[src/rtl/core/tepq_ram.sv]
// Generic simple dual-port RAM with registered read.
// No dependencies.
module tepq_ram #(
  parameter int unsigned WIDTH = 8,
  parameter int unsigned DEPTH = 16
) (
  input  logic                     clk_i,
  input  logic                     we_i,
  input  logic [$clog2(DEPTH)-1:0] waddr_i,
  input  logic [WIDTH-1:0]         wdata_i,
  input  logic                     re_i,
  input  logic [$clog2(DEPTH)-1:0] raddr_i,
  output logic [WIDTH-1:0]         rdata_o
);

  logic [WIDTH-1:0] mem_q [DEPTH];

  always_ff @(posedge clk_i) begin
    if (we_i) begin
      mem_q[waddr_i] <= wdata_i;
    end
    if (re_i) begin
      rdata_o <= mem_q[raddr_i];
    end
  end

endmodule

[config.mk]
export PLATFORM = sky130hd
export DESIGN_NAME = tepq_ram
export DESIGN_NICKNAME = d
export VERILOG_FILES = /design/src/rtl/core/tepq_ram.sv
export SDC_FILE = /design/constraint.sdc
export NUM_CORES = 1
export LEC_CHECK = 0
export BUFFER_PORTS_ARGS = -buffer_cell sky130_fd_sc_hd__buf_2
export CORE_UTILIZATION = 40
export CTS_CLUSTER_SIZE = 16
export DETAILED_ROUTE_END_ITERATION = 7
export SLEW_MARGIN = 20
export SYNTH_ARGS = -nofsm -noshare
export SYNTH_HDL_FRONTEND = slang
export SYNTH_SLANG_ARGS = --single-unit
[constraint.sdc]
create_clock -name clk_i -period 1.8 [get_ports clk_i]
set_clock_uncertainty 0.15 [all_clocks]
set_input_delay 0.09 -clock clk_i [delete_from_list [all_inputs] [get_ports clk_i]]
set_output_delay 0.09 -clock clk_i [all_outputs]
set_load 0.02 [all_outputs]
==> results of run 1 <==
sequential cells by signal, indices dropped and copies added (netlist names):
name and flops:
mem_q 128, rdata_o 8
worst min-delay path by stage:
stage                     startpoint          end  cells after the start
after floorplan           wdata_i[0]  mem_q[0][0]                      0
after global placement          re_i   rdata_o[3]                      1
after detailed placement        re_i   rdata_o[0]                      1
after CTS                 waddr_i[0]  mem_q[4][1]                      3
after global routing      waddr_i[1]  mem_q[0][4]                      3
final                     waddr_i[0]  mem_q[4][5]                      3
synthesized netlist by cell type:
cell type	count	area, um2
nor2b_1	1	6.26
clkdlybuf4s25_2	3	30.0
nand2b_1	2	12.5
nand3b_1	2	15.0
mux4_1	14	368
nor3_1	4	20.0
a22oi_1	16	120
nand2_1	9	33.8
buf_4	1	7.51
and2b_1	1	7.51
mux4_2	18	405
nand3_1	1	5.00
nor2_1	13	48.8
and2_1	1	6.26
or3b_2	1	8.76
edfxtp_1	136	4080
buf_2	3	15.0
buf_6	3	33.8
placed cells by master (no fill, tap or decap), drive strengths merged:
cell / instances
and2: 1
nand2: 9
mux4: 32
edfxtp: 136
clkinvlp: 3
clkinv: 7
a22oi: 16
bufinv: 1
nor2b: 1
buf: 49
and2b: 1
nand2b: 2
nor3: 4
dlygate4sd3: 9
nand3: 1
nor2: 13
clkbuf: 21
or3b: 1
nand3b: 2
per-layer routing:
layer  wire length [um]  up-vias  track usage (%)
li1                   -     1116                -
met1               4530     1277             22.1
met2               5000       74             26.9
met3                472       13             5.81
met4                103        0             6.84
met5                  0        -                0
critical path, stage by stage (launching register included):
cell	delay (ps)
edfxtp_1	370
mux4_1	540
a22oi_1	290
nand2_1	100
final cells by class:
class,instances,area [um2]
Fill cell,1045,6360
Sequential cell,136,4080
Multi-Input combinational cell,83,1060
Clock buffer,21,440
Timing Repair Buffer,58,430
Tap cell,172,215
Clock inverter,11,82.6
logic make-up (layout without fill, tap and decap cells):
group	after synthesis	count (layout)	synth area share, %
compound gates	16	16	2.30
buf+inv	10	90	1.65
flops	136	136	78.1
mux	32	32	14.8
simple gates	35	35	3.14
metrics by stage:
step                utilization (%)  cells  setup WS, ps  total power, uW
floorplan                         -    229          67.1             3850
global placement               45.0    440          11.5             4000
detailed placement             45.0    440         -5.70             4010
CTS                            49.8    481          99.0             7080
global route                   49.8    481          29.0             7280
finish                         49.8    481           100             7010
where the power goes:
part / total, uW / switching [uW] / internal [uW]
combinational: 368 / 207 / 161
sequential: 3590 / 15.7 / 3570
clock: 3060 / 1190 / 1870
timing repair:
action,CTS,global route
endpoints found under the hold margin,136,0
hold buffers,9,0
setup endpoints to repair,0,0
==> reports/metrics.yaml, run 1 <==
die:
  cell_row_count: 41
  boundaryPins: 27
  die_height_um: 116
  die_x_um: 116
  die_area_um2: 13500
  effective_utilization_at_floorplan_pct: 41.3
  core_ar_um2: 12700
sta:
  tightest_slew_ps: 428
  hold_viol_final: 0
  slew_limit_headroom_pct: 71.5
  report.final.setup_viol: 0
  rsz_0062_raised_after_global_routing: "no"
  layout_min_cycle_time_ps: 1700
  fmaxAchievable_ghz: 0.588
  setup_total_negative_slack_ps: 0
  slew_viol_final: 0
  min_period_over_period_pct: 94.4
  worst_hold_slack_ps: 98.5
global_route:
  grt_start_max_net_pins: 33
  number_of_antenna_violations_at_the_first_check_in_global_routing: 0
  groute.usage.overall_pct: 17.1
  grt_pass1_vias: 2604
  global_route.overflow_total: 0
  global_route_wire_length_before_repair_um: 15400
power:
  powerDensity_nw_per_um2: 1110
  irDropWorstVdd_v: 0.000676
  cellLeakagePower_uw: 0.00213
cts:
  cts-root-buf: "clkbuf_16"
  tritoncts: "done"
  cts_repair_resize_count: 0
  max-clock-path-buffers: 2
  worst_skew_pair.late_latency_ps: 410
  clkSinkCount: 136
  htree_levels: 4
  postCtsSetupBuffers: 0
  clkSlewWorstSetupHoldPaths_ps: 50
  cts-buffers-inserted: 17
routing:
  vias: 2480
  route.detailed.wl_per_inst_um: 21.0
  totalWireLength_um: 10100
  drt_iter0_drc: 238
  routed_via_density: 5.16
  post-route-drc-count: 0
  drtPass1Iterations: 5
  antenna_left: 0
synthesis:
  synth-warning-count: 0
  synthesis.area_um2: 5230
  postSynthRegisterBits: 136
  synth-seq-area-share_pct: 78.1
  syn_avg_cell_area_um2: 22.8
  netlist-cell-type-count: 18
  syn_nets: 248
  postSynthCellCount: 229
placement:
  place.gp.congestion: 0.692
  portBuffers: 26
  detailed_place_hpwl_um: 6510
  dpl-instance-area_um2: 5700
worst_setup_path:
  reg2reg_depth: 3
  arrival_time_of_data_at_the_critical_path_endpoint_ps: 1700
  timing.critical_path.from_type: "flop"
  cp-endpoint: "rdata_o[3]"
  critical_path_required_ps: 1800
  timing.reg2reg.setup_slack_ps: 100
  rr_endpoint: "rdata_o[3]"
  timing.critical_path.to_type: "flop"
  crit_start: "mem_q[5][3]"
  crit_fanout: 1
  worst_r2r_startpoint: "mem_q[5][3]"
  worst-setup-path-type: "reg -> reg"
run_status:
  outcome: "finished, final reports clean"
layout:
  design.final.nets: 315
  area_delta_synth_final_pct: 20.7
  design_area_um2: 6310
  post_route_cells_drive_above_1_share_pct: 29.8
  n_antenna_cell: 0
flow_run:
  max_cap_viol_count: 0
worst_hold_path:
  hold_class: "in -> reg"
Note: power is estimated with default switching activity, not from simulation.
==> run 2: changes to the inputs <==
--- a/config.mk
+++ b/config.mk
@@ -6,9 +6,11 @@
 export NUM_CORES = 1
 export LEC_CHECK = 0
 export BUFFER_PORTS_ARGS = -buffer_cell sky130_fd_sc_hd__buf_2
-export CORE_UTILIZATION = 40
+export CORE_ASPECT_RATIO = 0.5
+export CORE_UTILIZATION = 54
 export CTS_CLUSTER_SIZE = 16
 export DETAILED_ROUTE_END_ITERATION = 7
+export PLACE_DENSITY = 0.74
 export SLEW_MARGIN = 20
 export SYNTH_ARGS = -nofsm -noshare
 export SYNTH_HDL_FRONTEND = slang
==> reports/metrics.yaml, run 2 (synthesized netlist as in run 1, its figures left out) <==
sta:
  tightest_slew_ps: 655  # was 428 ps
  min_period_over_period_pct: 95.4  # was 94.4%
  hold_viol_final: 0  # unchanged
  slew_limit_headroom_pct: 56.3  # was 71.5%
  rsz_0062_raised_after_global_routing: "no"  # unchanged
  slew_viol_final: 0  # unchanged
  layout_min_cycle_time_ps: 1720  # was 1700 ps
  report.final.setup_viol: 0  # unchanged
  worst_hold_slack_ps: 115  # was 98.5 ps
  fmaxAchievable_ghz: 0.582  # was 0.588 GHz
power:
  irDropWorstVdd_v: 0.000696  # was 0.000676 V
  powerDensity_nw_per_um2: 1130  # was 1110 nW/um2
  post-layout-total-power_uw: 7080  # was 7010 uW
  cell_int_power_uw: 5720  # was 5600 uW
  combPwrFrac_pct: 5.5  # was 5.2%
  swShare_pct: 19.2  # was 20.2%
  power_frac_clock_pct: 43.8  # was 43.6%
  seqPwrFrac_pct: 50.7  # was 51.1%
  cellLeakagePower_uw: 0.00216  # was 0.00213 uW
  switching_power_uw: 1360  # was 1420 uW
routing:
  post-route-drc-count: 0  # unchanged
  antenna_left: 0  # unchanged
  drt_iter0_drc: 222  # was 238
  vias: 2568  # was 2480
  routed_via_density: 5.85  # was 5.16
  route.detailed.wl_per_inst_um: 23.1  # was 21.0 um
  drtPass1Iterations: 4  # was 5
  totalWireLength_um: 10200  # was 10100 um
layout:
  commonest_cells_after_routing_fill_and_taps_aside: "edfxtp_1, buf_2, buf_4, mux4_2, clkbuf_16"  # unchanged
  largest_register: "mem_q"  # unchanged
  fillers: 538  # was 1045
  largest_reg_flops: 128  # unchanged
  design_area_um2: 6300  # was 6310 um2
  area_delta_synth_final_pct: 20.4  # was 20.7%
  post_route_cells_drive_above_1_share_pct: 30.7  # was 29.8%
  reg.largest.list: "mem_q: 128 flops, rdata_o: 8 flops"  # unchanged
  mostFrequentLayoutCell: "edfxtp_1"  # unchanged
  n_antenna_cell: 0  # unchanged
  design.final.nets: 319  # was 315
placement:
  dpl-instance-area_um2: 5670  # was 5700 um2
  portBuffers: 26  # unchanged
  place.gp.congestion: 0.904  # was 0.692
  detailed_place_hpwl_um: 6340  # was 6510 um
flow_run:
  max_cap_viol_count: 0  # unchanged
global_route:
  global_route_wire_length_before_repair_um: 15300  # was 15400 um
  number_of_antenna_violations_at_the_first_check_in_global_routing: 0  # unchanged
  grt_pass1_vias: 2614  # was 2604
  global_route.overflow_total: 0  # unchanged
  groute.usage.overall_pct: 22.8  # was 17.1%
  grt_start_max_net_pins: 19  # was 33
worst_setup_path:
  critPathMaxStageDelay_ps: 540  # about the same
  critical_path.cell_chain: "mux4_1 -> a22oi_1 -> buf_4 -> nand2_1"  # was mux4_1 -> a22oi_1 -> nand2_1
  worst-setup-path-type: "reg -> reg"  # unchanged
  timing.critical_path.from_type: "flop"  # unchanged
  arrival_time_of_data_at_the_critical_path_endpoint_ps: 1720  # was 1700 ps
  timing.reg2reg.setup_slack_ps: 80  # was 100 ps
  critical_path_required_ps: 1800  # about the same
  timing.critical_path.to_type: "flop"  # unchanged
  crit_fanout: 1  # unchanged
  slowest_cell_on_crit_path: "mux4_1"  # unchanged
cts:
  clkSlewWorstSetupHoldPaths_ps: 60  # was 50 ps
  htree_levels: 4  # unchanged
  tritoncts: "done"  # unchanged
  max-clock-path-buffers: 2  # unchanged
  cts-root-buf: "clkbuf_16"  # unchanged
  worst_skew_pair.late_latency_ps: 410  # about the same
  cts-buffers-inserted: 17  # unchanged
  clkSinkCount: 136  # unchanged
die:
  boundaryPins: 27  # unchanged
  die_area_um2: 10100  # was 13500 um2
  die_height_um: 71.6  # was 116 um
  die_x_um: 141  # was 116 um
  cell_row_count: 24  # was 41
  effective_utilization_at_floorplan_pct: 57.8  # was 41.3%
  core_ar_um2: 9040  # was 12700 um2
worst_hold_path:
  hold_class: "in -> reg"  # unchanged
run_status:
  outcome: "finished, final reports clean"  # unchanged
==> run 2: path summary, 6_finish.rpt <==
path	startpoint	endpoint	depth (start not counted)
hold reg to reg	mem_q[12][1]	rdata_o[1]	3
setup / recovery	mem_q[1][2]	rdata_o[2]	4
setup reg to reg	mem_q[1][2]	rdata_o[2]	4
hold / removal	waddr_i[0]	mem_q[0][3]	3
==> run 2: final cells by class <==
type                    instances  area [um2]  area share (%)
repair buffers                 62         460            7.31
clock buffers                  21         440            7.00
flip-flops and latches        136        4080            64.9
clock inverters                 7        81.3            1.29
multi-input cells              83        1070            17.0
well taps                     130         163            2.58
==> run 2: worst max-delay path, delay by kind of cell, from the launching register on <==
| kind | cells | cell delay [ps] |
|---|---|---|
| DFF | 1 | 340 |
| buffers and inverters | 1 | 170 |
| and+or+nand+nor | 1 | 50 |
| AOI/OAI and AO/OA | 1 | 210 |
| muxes | 1 | 540 |
==> run 2: metrics by stage <==
stage	utilization, %	TNS, ps	cells	setup WS [ps]
after floorplan	-	0	229	67.1
after global placement	62.8	-156	402	-67.4
after detailed placement	62.8	-240	402	-80.7
after CTS	69.5	0	439	70.0
after global routing	69.7	0	439	4.76
final	69.7	0	439	83.1
==> run 2: layer usage <==
| metal | track usage (%) | part of all wire, % | vias up |
|---|---|---|---|
| li1 | - | - | 1122 |
| met1 | 28.9 | 42 | 1336 |
| met2 | 36.0 | 49 | 91 |
| met3 | 8.29 | 7.4 | 19 |
| met4 | 10.5 | 1.9 | 0 |
| met5 | 0 | 0 | - |
==> run 2: timing repair <==
action / CTS / global route
setup buffers: 0 / 0
gates resized for setup: 0 / 2
endpoints found under the hold margin: 136 / 0
hold buffers: 9 / 0
setup endpoints to repair: 0 / 2
==> run 2: power groups by stage <==
stage	logic [uW]	registers (uW)	clock network (uW)
2_1_floorplan	180	3670	0
3_3_place_gp	357	3650	0
4_1_cts	386	3590	3160
3_5_place_dp	368	3650	0
6_report	388	3590	3100
5_1_grt	414	3590	3270
